## src/rtl/i2cm_pkg.sv

```systemverilog
// Shared types and constants for the I2C master bit engine.
`timescale 1ns / 1ps
`default_nettype none

package i2cm_pkg;

    // Queue sizing (depth must be a power of two)
    localparam int Q_DEPTH = 4;
    localparam int Q_PTR_W = $clog2(Q_DEPTH);
    localparam int Q_CNT_W = Q_PTR_W + 1;

    // Input action codes
    localparam logic [2:0] ACT_TICK  = 3'd0;
    localparam logic [2:0] ACT_START = 3'd1;
    localparam logic [2:0] ACT_STOP  = 3'd2;
    localparam logic [2:0] ACT_ADDR  = 3'd3;
    localparam logic [2:0] ACT_WRITE = 3'd4;
    localparam logic [2:0] ACT_READ  = 3'd5;

    // Reset value of the tick-per-microsecond register
    localparam logic [9:0] TICKS_PER_US_RESET = 10'd72;

    // Classified item kinds
    typedef enum logic [2:0] {
        KIND_TICK  = 3'd0,
        KIND_START = 3'd1,
        KIND_STOP  = 3'd2,
        KIND_FRAME = 3'd3,
        KIND_READ  = 3'd4,
        KIND_NONE  = 3'd5
    } i2cm_kind_t;

    // Classified item passed from front to back
    typedef struct packed {
        i2cm_kind_t  kind;
        logic        sda;       // sampled SDA (ticks)
        logic [7:0]  shift;     // first byte of a frame
        logic [7:0]  low_byte;  // low address byte of a 10-bit address
        logic        pend;      // a second frame follows if acked
        logic        rw_short;  // R/W bit of a 7-bit address uses short halves
    } i2cm_item_t;

    // Result item
    typedef struct packed {
        logic        scl;
        logic        sda;
        logic        busy;
        logic        done;
        logic        ack;
        logic [7:0]  rdata;
    } i2cm_result_t;

    // Bus engine phases
    typedef enum logic [15:0] {
        PH_IDLE  = 16'h0001,
        PH_S1    = 16'h0002,
        PH_S2    = 16'h0004,
        PH_S3    = 16'h0008,
        PH_T1    = 16'h0010,
        PH_T2    = 16'h0020,
        PH_T3    = 16'h0040,
        PH_BSET  = 16'h0080,
        PH_BHIGH = 16'h0100,
        PH_BLOW  = 16'h0200,
        PH_KREL  = 16'h0400,
        PH_KHIGH = 16'h0800,
        PH_KHOLD = 16'h1000,
        PH_KLOW  = 16'h2000,
        PH_RHIGH = 16'h4000,
        PH_RLOW  = 16'h8000
    } i2cm_phase_t;

endpackage

`default_nettype wire

```

## src/rtl/i2cm_front.sv

```systemverilog
// Front end: accepts input items, classifies them and queues them for the engine.
`timescale 1ns / 1ps
`default_nettype none

module i2cm_front import i2cm_pkg::*;
(
    input  wire logic        clk,
    input  wire logic        rst_n,
    input  wire logic        push,
    output logic             full,
    input  wire logic [2:0]  action,
    input  wire logic        sda_in,
    input  wire logic [9:0]  address,
    input  wire logic        ten_bit_mode,
    input  wire logic        read_not_write,
    input  wire logic [7:0]  write_data,
    output i2cm_item_t       mid_item,
    output logic             mid_valid,
    input  wire logic        mid_pop
);

    i2cm_item_t           q_reg [Q_DEPTH];
    logic [Q_PTR_W-1:0]   wptr_reg, wptr_next;
    logic [Q_PTR_W-1:0]   rptr_reg, rptr_next;
    logic [Q_CNT_W-1:0]   cnt_reg, cnt_next;
    i2cm_item_t           cls;
    logic                 in_acc;
    logic                 q_pop;

    // Classify the incoming item
    always_comb
    begin
        cls          = '0;
        cls.kind     = KIND_NONE;
        cls.sda      = sda_in;
        case (action)
            ACT_TICK:  cls.kind = KIND_TICK;
            ACT_START: cls.kind = KIND_START;
            ACT_STOP:  cls.kind = KIND_STOP;
            ACT_ADDR:
            begin
                cls.kind = KIND_FRAME;
                if (ten_bit_mode)
                begin
                    cls.shift    = {5'b11110, address[9:8], read_not_write};
                    cls.low_byte = address[7:0];
                    cls.pend     = 1'b1;
                    cls.rw_short = 1'b0;
                end
                else
                begin
                    cls.shift    = {address[6:0], read_not_write};
                    cls.pend     = 1'b0;
                    cls.rw_short = 1'b1;
                end
            end
            ACT_WRITE:
            begin
                cls.kind  = KIND_FRAME;
                cls.shift = write_data;
            end
            ACT_READ:  cls.kind = KIND_READ;
            default:   cls.kind = KIND_NONE;
        endcase
    end

    // Queue control
    assign full      = (cnt_reg == Q_CNT_W'(Q_DEPTH));
    assign mid_valid = (cnt_reg != '0);
    assign mid_item  = q_reg[rptr_reg];
    assign in_acc    = push && !full;
    assign q_pop     = mid_pop && mid_valid;

    always_comb
    begin
        wptr_next = in_acc ? wptr_reg + 1'b1 : wptr_reg;
        rptr_next = q_pop ? rptr_reg + 1'b1 : rptr_reg;
        cnt_next  = cnt_reg + Q_CNT_W'(in_acc) - Q_CNT_W'(q_pop);
    end

    always_ff @(posedge clk or negedge rst_n)
    begin
        if (!rst_n)
        begin
            wptr_reg <= '0;
            rptr_reg <= '0;
            cnt_reg  <= '0;
        end
        else
        begin
            wptr_reg <= wptr_next;
            rptr_reg <= rptr_next;
            cnt_reg  <= cnt_next;
        end
    end

    // Queue storage
    always_ff @(posedge clk)
    begin
        if (in_acc)
        begin
            q_reg[wptr_reg] <= cls;
        end
    end

    // Checks
    a_cnt_bound: assert property (@(posedge clk) disable iff (!rst_n)
        cnt_reg <= Q_CNT_W'(Q_DEPTH))
        else $error("front queue count overflow");

    a_cnt_track: assert property (@(posedge clk) disable iff (!rst_n)
        in_acc && !q_pop |=> cnt_reg == $past(cnt_reg) + 1'b1)
        else $error("front queue count did not follow accepted item");

    a_full_holds: assert property (@(posedge clk) disable iff (!rst_n)
        full && !q_pop |=> full)
        else $error("front queue left full without a pop");

endmodule

`default_nettype wire

```

## src/rtl/i2cm_back.sv

```systemverilog
// Back end: bus timing engine, delay counter and result queue.
`timescale 1ns / 1ps
`default_nettype none

module i2cm_back import i2cm_pkg::*;
(
    input  wire logic        clk,
    input  wire logic        rst_n,
    input  wire logic        cfg_we,
    input  wire logic [9:0]  cfg_wdata,
    input  wire i2cm_item_t  mid_item,
    input  wire logic        mid_valid,
    output logic             mid_pop,
    output i2cm_result_t     res_head,
    output logic             res_empty,
    input  wire logic        res_pop
);

    logic [9:0]           tpu_reg;
    i2cm_phase_t          phase_reg, phase_next;
    logic [3:0]           bit_reg, bit_next;
    logic [7:0]           shift_reg, shift_next;
    logic [7:0]           low_reg, low_next;
    logic                 pend_reg, pend_next;
    logic [12:0]          delay_reg, delay_next;
    logic [7:0]           rx_reg, rx_next;
    logic                 ack_reg, ack_next;
    logic                 scl_reg, scl_next;
    logic                 sda_reg, sda_next;
    logic                 short_reg, short_next;
    logic                 done_v;

    logic [9:0]           t_eff;
    logic [12:0]          d1, d2, d5, d_half;
    logic                 fire;

    i2cm_result_t         rq_reg [Q_DEPTH];
    logic [Q_PTR_W-1:0]   rw_ptr_reg, rr_ptr_reg;
    logic [Q_CNT_W-1:0]   rcnt_reg, rcnt_next;
    logic                 r_pop;
    i2cm_result_t         res_in;

    // Configuration register
    always_ff @(posedge clk or negedge rst_n)
    begin
        if (!rst_n)
        begin
            tpu_reg <= TICKS_PER_US_RESET;
        end
        else if (cfg_we)
        begin
            tpu_reg <= cfg_wdata;
        end
    end

    // Delay lengths for 1, 2 and 5 units
    assign t_eff  = (tpu_reg == '0) ? 10'd1 : tpu_reg;
    assign d1     = {3'b000, t_eff};
    assign d2     = {2'b00, t_eff, 1'b0};
    assign d5     = {1'b0, t_eff, 2'b00} + {3'b000, t_eff};
    assign d_half = (short_reg && bit_reg == 4'd7) ? d1 : d2;

    // Engine takes an item when the result queue has room
    assign fire    = mid_valid && (rcnt_reg != Q_CNT_W'(Q_DEPTH));
    assign mid_pop = fire;

    // Engine next state
    always_comb
    begin
        logic [3:0] bi;
        logic [7:0] sh;
        logic       fin;

        bi         = bit_reg + 4'd1;
        sh         = {shift_reg[6:0], 1'b0};
        fin        = 1'b0;
        phase_next = phase_reg;
        bit_next   = bit_reg;
        shift_next = shift_reg;
        low_next   = low_reg;
        pend_next  = pend_reg;
        delay_next = delay_reg;
        rx_next    = rx_reg;
        ack_next   = ack_reg;
        scl_next   = scl_reg;
        sda_next   = sda_reg;
        short_next = short_reg;
        done_v     = 1'b0;

        if (fire)
        begin
            case (mid_item.kind)
                KIND_TICK:
                begin
                    if (phase_reg != PH_IDLE)
                    begin
                        if (delay_reg > 13'd1)
                        begin
                            delay_next = delay_reg - 13'd1;
                        end
                        else
                        begin
                            // end of the current wait
                            case (phase_reg)
                                PH_S1:
                                begin
                                    sda_next = 1'b0; phase_next = PH_S2; delay_next = d1;
                                end
                                PH_S2:
                                begin
                                    scl_next = 1'b0; phase_next = PH_S3; delay_next = d1;
                                end
                                PH_T1:
                                begin
                                    scl_next = 1'b1; phase_next = PH_T2; delay_next = d1;
                                end
                                PH_T2:
                                begin
                                    sda_next = 1'b1; phase_next = PH_T3; delay_next = d1;
                                end
                                PH_BSET:
                                begin
                                    scl_next = 1'b1; phase_next = PH_BHIGH; delay_next = d_half;
                                end
                                PH_BHIGH:
                                begin
                                    scl_next = 1'b0; phase_next = PH_BLOW; delay_next = d_half;
                                end
                                PH_BLOW:
                                begin
                                    shift_next = sh;
                                    bit_next   = bi;
                                    if (bi >= 4'd8)
                                    begin
                                        sda_next   = 1'b1;
                                        phase_next = PH_KREL;
                                        delay_next = d1;
                                    end
                                    else
                                    begin
                                        sda_next   = sh[7];
                                        phase_next = PH_BSET;
                                        delay_next = (short_reg && bi == 4'd7) ? d1 : d2;
                                    end
                                end
                                PH_KREL:
                                begin
                                    scl_next = 1'b1; phase_next = PH_KHIGH; delay_next = d1;
                                end
                                PH_KHIGH:
                                begin
                                    // ACK is SDA low
                                    ack_next   = ack_reg & ~mid_item.sda;
                                    phase_next = PH_KHOLD;
                                    delay_next = d1;
                                end
                                PH_KHOLD:
                                begin
                                    scl_next = 1'b0; phase_next = PH_KLOW; delay_next = d2;
                                end
                                PH_KLOW:
                                begin
                                    pend_next = 1'b0;
                                    if (pend_reg && ack_reg)
                                    begin
                                        // second frame of a 10-bit address
                                        shift_next = low_reg;
                                        bit_next   = 4'd0;
                                        short_next = 1'b0;
                                        sda_next   = low_reg[7];
                                        phase_next = PH_BSET;
                                        delay_next = d2;
                                    end
                                    else
                                    begin
                                        fin = 1'b1;
                                    end
                                end
                                PH_RHIGH:
                                begin
                                    rx_next    = {rx_reg[6:0], mid_item.sda};
                                    scl_next   = 1'b0;
                                    phase_next = PH_RLOW;
                                    delay_next = d1;
                                end
                                PH_RLOW:
                                begin
                                    bit_next = bi;
                                    if (bi >= 4'd8)
                                    begin
                                        sda_next   = 1'b1;
                                        phase_next = PH_KREL;
                                    end
                                    else
                                    begin
                                        scl_next   = 1'b1;
                                        phase_next = PH_RHIGH;
                                    end
                                    delay_next = d1;
                                end
                                default: fin = 1'b1;
                            endcase
                            if (fin)
                            begin
                                phase_next = PH_IDLE;
                                delay_next = '0;
                                done_v     = 1'b1;
                            end
                        end
                    end
                end
                KIND_START:
                begin
                    if (phase_reg == PH_IDLE)
                    begin
                        sda_next   = 1'b1;
                        scl_next   = 1'b1;
                        phase_next = PH_S1;
                        delay_next = d5;
                    end
                end
                KIND_STOP:
                begin
                    if (phase_reg == PH_IDLE)
                    begin
                        sda_next   = 1'b0;
                        phase_next = PH_T1;
                        delay_next = d1;
                    end
                end
                KIND_FRAME:
                begin
                    if (phase_reg == PH_IDLE)
                    begin
                        ack_next   = 1'b1;
                        bit_next   = 4'd0;
                        shift_next = mid_item.shift;
                        if (mid_item.pend)
                        begin
                            low_next = mid_item.low_byte;
                        end
                        pend_next  = mid_item.pend;
                        short_next = mid_item.rw_short;
                        sda_next   = mid_item.shift[7];
                        phase_next = PH_BSET;
                        delay_next = d2;
                    end
                end
                KIND_READ:
                begin
                    if (phase_reg == PH_IDLE)
                    begin
                        ack_next   = 1'b1;
                        bit_next   = 4'd0;
                        rx_next    = '0;
                        pend_next  = 1'b0;
                        sda_next   = 1'b1;
                        scl_next   = 1'b1;
                        phase_next = PH_RHIGH;
                        delay_next = d1;
                    end
                end
                default: ;
            endcase
        end
    end

    // Engine state
    always_ff @(posedge clk or negedge rst_n)
    begin
        if (!rst_n)
        begin
            phase_reg <= PH_IDLE;
            bit_reg   <= '0;
            shift_reg <= '0;
            low_reg   <= '0;
            pend_reg  <= 1'b0;
            delay_reg <= '0;
            rx_reg    <= '0;
            ack_reg   <= 1'b1;
            scl_reg   <= 1'b1;
            sda_reg   <= 1'b1;
            short_reg <= 1'b0;
        end
        else
        begin
            phase_reg <= phase_next;
            bit_reg   <= bit_next;
            shift_reg <= shift_next;
            low_reg   <= low_next;
            pend_reg  <= pend_next;
            delay_reg <= delay_next;
            rx_reg    <= rx_next;
            ack_reg   <= ack_next;
            scl_reg   <= scl_next;
            sda_reg   <= sda_next;
            short_reg <= short_next;
        end
    end

    // Result item built from the updated state
    always_comb
    begin
        res_in.scl   = scl_next;
        res_in.sda   = sda_next;
        res_in.busy  = (phase_next != PH_IDLE);
        res_in.done  = done_v;
        res_in.ack   = ack_next;
        res_in.rdata = rx_next;
    end

    // Result queue
    assign res_empty = (rcnt_reg == '0);
    assign res_head  = rq_reg[rr_ptr_reg];
    assign r_pop     = res_pop && !res_empty;
    assign rcnt_next = rcnt_reg + Q_CNT_W'(fire) - Q_CNT_W'(r_pop);

    always_ff @(posedge clk or negedge rst_n)
    begin
        if (!rst_n)
        begin
            rw_ptr_reg <= '0;
            rr_ptr_reg <= '0;
            rcnt_reg   <= '0;
        end
        else
        begin
            if (fire)
            begin
                rw_ptr_reg <= rw_ptr_reg + 1'b1;
            end
            if (r_pop)
            begin
                rr_ptr_reg <= rr_ptr_reg + 1'b1;
            end
            rcnt_reg <= rcnt_next;
        end
    end

    always_ff @(posedge clk)
    begin
        if (fire)
        begin
            rq_reg[rw_ptr_reg] <= res_in;
        end
    end

    // Checks
    a_idle_no_delay: assert property (@(posedge clk) disable iff (!rst_n)
        phase_reg == PH_IDLE |-> delay_reg == '0)
        else $error("delay counter loaded while idle");

    a_busy_cmd_ignored: assert property (@(posedge clk) disable iff (!rst_n)
        fire && mid_item.kind != KIND_TICK && phase_reg != PH_IDLE
        |=> $stable(phase_reg) && $stable(delay_reg))
        else $error("command taken while busy");

    a_bit_bound: assert property (@(posedge clk) disable iff (!rst_n)
        bit_reg <= 4'd8)
        else $error("bit index out of range");

    a_done_not_busy: assert property (@(posedge clk) disable iff (!rst_n)
        fire && done_v |-> !res_in.busy && $onehot(phase_reg))
        else $error("finished item still reports busy");

endmodule

`default_nettype wire

```

## src/rtl/i2c_master_bit_engine.sv

```systemverilog
// Top level of the I2C master bit engine: front classifier, engine and result queue.
//
//  channel  | handshake          | payload
//  ---------+--------------------+------------------------------------------------
//  input    | push / full        | action, sda_in, address, ten_bit_mode,
//           |                    | read_not_write, write_data
//  result   | pop / empty        | scl_out, sda_out, busy_res, done_res, ack_ok,
//           |                    | read_data
//  config   | cfg_we             | cfg_wdata (ticks_per_us)
//
// One item per clock is sustained while the result side keeps popping; the engine handles each item as it is taken.
// An accepted item is registered in the front queue, then its result in the result queue,
// before it reaches the result ports; one result per item.
// Each side holds four items; a stalled result side fills them, then full rises.
// Reset is asynchronous: queues empty, SCL and SDA released, ticks_per_us 72.
`timescale 1ns / 1ps
`default_nettype none

module i2c_master_bit_engine import i2cm_pkg::*;
(
    input  wire logic        clk,
    input  wire logic        rst_n,
    input  wire logic        cfg_we,
    input  wire logic [9:0]  cfg_wdata,
    input  wire logic        push,
    output logic             full,
    input  wire logic [2:0]  action,
    input  wire logic        sda_in,
    input  wire logic [9:0]  address,
    input  wire logic        ten_bit_mode,
    input  wire logic        read_not_write,
    input  wire logic [7:0]  write_data,
    output logic             empty,
    input  wire logic        pop,
    output logic             scl_out,
    output logic             sda_out,
    output logic             busy_res,
    output logic             done_res,
    output logic             ack_ok,
    output logic [7:0]       read_data
);

    i2cm_item_t   mid_item;
    logic         mid_valid;
    logic         mid_pop;
    i2cm_result_t res_head;

    // Front: classify and queue
    i2cm_front u_front
    (
        .clk            (clk),
        .rst_n          (rst_n),
        .push           (push),
        .full           (full),
        .action         (action),
        .sda_in         (sda_in),
        .address        (address),
        .ten_bit_mode   (ten_bit_mode),
        .read_not_write (read_not_write),
        .write_data     (write_data),
        .mid_item       (mid_item),
        .mid_valid      (mid_valid),
        .mid_pop        (mid_pop)
    );

    // Back: bus engine and result queue
    i2cm_back u_back
    (
        .clk       (clk),
        .rst_n     (rst_n),
        .cfg_we    (cfg_we),
        .cfg_wdata (cfg_wdata),
        .mid_item  (mid_item),
        .mid_valid (mid_valid),
        .mid_pop   (mid_pop),
        .res_head  (res_head),
        .res_empty (empty),
        .res_pop   (pop)
    );

    // Result fields
    assign scl_out   = res_head.scl;
    assign sda_out   = res_head.sda;
    assign busy_res  = res_head.busy;
    assign done_res  = res_head.done;
    assign ack_ok    = res_head.ack;
    assign read_data = res_head.rdata;

endmodule

`default_nettype wire

```

## config.mk

```make
export PLATFORM = sky130hd
export DESIGN_NAME = i2c_master_bit_engine
export DESIGN_NICKNAME = d
export VERILOG_FILES = /design/src/rtl/i2cm_pkg.sv /design/src/rtl/i2cm_front.sv /design/src/rtl/i2cm_back.sv /design/src/rtl/i2c_master_bit_engine.sv
export SDC_FILE = /design/constraint.sdc
export NUM_CORES = 1
export LEC_CHECK = 0
export BUFFER_PORTS_ARGS = -buffer_cell sky130_fd_sc_hd__buf_2
export CORE_UTILIZATION = 39
export DETAILED_ROUTE_END_ITERATION = 8
export PLACE_DENSITY_LB_ADDON = 0.15
export SLEW_MARGIN = 5
export SYNTH_ARGS = -nofsm -noshare
export SYNTH_HDL_FRONTEND = slang
export SYNTH_SLANG_ARGS = --single-unit
```

## constraint.sdc

```tcl
create_clock -name clk -period 3.61 [get_ports clk]
set_input_delay 0.5415 -clock clk [delete_from_list [all_inputs] [get_ports clk]]
set_output_delay 0.5415 -clock clk [all_outputs]
set_load 0.02 [all_outputs]
```

==> impl_metrics.env <==
export IMPL_htreeDepth=1
export IMPL_critPathLaunchType="register"
export IMPL_cts_num_sinks=225
export IMPL_status="completed"
export IMPL_syn_inst=865
export IMPL_gp_congestion=0.9127
export IMPL_cts_buffer_depth=3
export IMPL_first_iter_violations=512
export IMPL_p_leak_nw=5.065
export IMPL_grt_max_degree=38
export IMPL_initial_utilization_pct=39.70
export IMPL_fin_crit_sh_pct=91.13
export IMPL_rows=61
export IMPL_path_class="reg2reg"
export IMPL_cp_required_ns=3.82
export IMPL_drt_total_wl_microns=25130
export IMPL_final_common_cell="edfxtp_1"
export IMPL_die_area_sq_um=29040
export IMPL_synth_edf_count=140
export IMPL_cp_max_fo=7
export IMPL_syn_avg_cell_area_sq_um=12.79
export IMPL_final_cell_mix="140 x edfxtp_1, 79 x dfrtp_1, 74 x nand2_1, 53 x nor2_1, 52 x buf_2"
export IMPL_finalHoldViolCount=0
export IMPL_synthesis_area_sq_um=11060
export IMPL_cts_hold_buf=0
export IMPL_finalCriticalPeriod_ns=3.290
export IMPL_end_kind="register"
export IMPL_portBuffers=53
export IMPL_route_detailed_wl_per_inst_microns=18.81
export IMPL_rrSetupSlack_ns=0.32
export IMPL_largest_reg_flops=88
export IMPL_fp_dieH_microns=170.4
export IMPL_min_path_type="in2async"
export IMPL_dr_pass1_iters=5
export IMPL_final_net_count=1005
export IMPL_cts_resized=0
export IMPL_power_density_nw_per_um2=813.4
export IMPL_worst_pin_slew_ns=0.9293
export IMPL_via_count=7238
export IMPL_timing_setup_tns_ns=0
export IMPL_area_delta_synth_final_pct=15.87
export IMPL_skew_ns=0.01060
export IMPL_insertion_delay_ns=0.52
export IMPL_postCtsSetupBuffers=0
export IMPL_cts_root_buf="clkbuf_16"
export IMPL_fmax_mhz=304.0
export IMPL_slew_violations=0
export IMPL_die_w_microns=170.4
export IMPL_cts_tree="yes"
export IMPL_power_mw=10.43
export IMPL_grt_pass1_vias=7209
export IMPL_antenna_cells=0
export IMPL_vdd_ir_drop_worst_v=0.0004197
export IMPL_avgViaCountPerCell=5.418
export IMPL_grt_total_usage_pct=17.87
export IMPL_cts_buffers=25
export IMPL_cap_viol_max_count=0
export IMPL_antenna_found_initial=0
export IMPL_grt_pass1_wl_microns=40080
export IMPL_critPathArrivalTime_ns=3.50
export IMPL_synth_net_count=931
export IMPL_grt_overflow=0
export IMPL_ys_seq_area_share_pct=57.31
export IMPL_core_sq_um=27860
export IMPL_setup_viol=0
export IMPL_dp_hpwl_microns=17540
export IMPL_ys_flop_type="edfxtp_1"
export IMPL_synth_cell_types=73
export IMPL_slew_headroom_pct=37.57
export IMPL_path_clk_slew_ns=0.06
export IMPL_async_reset_ff_share_pct=37.78
export IMPL_rsz0062_at_grt="false"
export IMPL_ys_warn_count=0
export IMPL_drive_above_1_share_pct=22.44
export IMPL_yosys_register_bits=225
export IMPL_ios=54
export IMPL_drc=0
export IMPL_ant_nets=0
export IMPL_rr_worst_depth=9
routing by layer:
metal	share of wire, %	vias to the layer above	track usage, %
met5	0	-	0
met4	1.9	0	4.661
met3	4.2	35	2.372
met2	48	177	29.35
met1	46	3589	24.94
li1	-	3437	-
path summary, 6_finish.rpt:
path / startpoint / to
min in group clk: sda_in / u_front.q_reg[2][18]
max: u_back.delay_reg[7] / u_back.rq_reg[1][10]
min reg2reg: u_back.shift_reg[2] / u_back.shift_reg[2]
min: rst_n / u_back.rx_reg[6]
max in group asynchronous: rst_n / u_back.tpu_reg[6]
max reg2reg: u_back.delay_reg[7] / u_back.rq_reg[1][10]
stage by stage:
step	instances	setup slack (ns)	hold slack, ns	area, sq um	util (%)
floorplan	865	0.6122	0.2459	11060	-
global placement	1290	0.3924	0.4676	11910	42.76
detailed placement	1290	0.3643	0.4768	11910	42.76
CTS	1336	0.3581	0.007312	12820	46.00
global route	1336	0.1811	0.03823	12820	46.00
finish	1336	0.3203	0.0003723	12820	46.00
critical path, stage by stage, from the launching register on:
cell and delay, ns:
dfrtp_1 0.44, or3_1 0.41, or4_1 0.52, nor4_4 0.43
and3_1 0.39, o21a_1 0.21, buf_4 0.14, a21o_1 0.10
and4b_1 0.18, nand4b_1 0.17
final cells by class:
type,instances,area (sq um)
repair buffers,95,583.1
fillers,2490,15040
inverters,22,82.58
clock inverters,18,256.5
multi-input cells,570,4436
clock buffers,28,646.9
flip-flops and latches,225,6339
well taps,378,473.0
cell families after synthesis:
| family | share of synthesized area [%] |
|---|---|
| mux | 11.44 |
| buf+inv | 2.590 |
| fa+ha+maj | 3.258 |
| compound gates | 10.05 |
| xor+xnor | 2.534 |
| simple gates | 12.83 |
| flops | 57.31 |
synth_stat cells (all sizes together), types with 3 or more instances:
cell type / n / area (sq um)
a211o: 3 / 26.28
a21o: 9 / 67.56
a21oi: 33 / 183.9
a22o: 20 / 175.2
a2bb2oi: 3 / 26.28
a31oi: 7 / 43.79
and2: 14 / 87.58
and3: 11 / 68.82
and4b: 3 / 30.03
buf: 14 / 76.32
clkbuf: 34 / 127.6
dfrtp: 79 / 1977
dfstp: 6 / 157.7
edfxtp: 140 / 4204
fa: 3 / 60.06
ha: 24 / 300.3
inv: 21 / 78.83
mux2: 29 / 326.6
mux2i: 15 / 150.1
mux4: 35 / 788.3
nand2: 74 / 277.8
nand2b: 11 / 68.82
nand3: 9 / 45.04
nand4: 6 / 37.54
nand4b: 3 / 26.28
nor2: 54 / 210.2
nor2b: 8 / 50.05
nor3: 28 / 150.1
nor3b: 7 / 52.55
nor4: 16 / 127.6
nor4b: 3 / 26.28
o211ai: 5 / 37.54
o21a: 5 / 37.54
o21ai: 47 / 235.2
o221a: 4 / 45.04
o221ai: 7 / 61.31
o31ai: 4 / 30.03
or2: 3 / 18.77
or3: 6 / 37.54
or4: 9 / 78.82
xnor2: 22 / 192.7
xor2: 10 / 87.58
power by group:
group / switching [mW] / internal [mW] / leakage, nW / total [mW]
sequential: 0.418 / 3.49 / 2.45 / 3.91
clock: 1.03 / 1.73 / 0.436 / 2.75
combinational: 2.21 / 1.55 / 2.18 / 3.76
No activity file was read; power rests on OpenSTA's default activity.
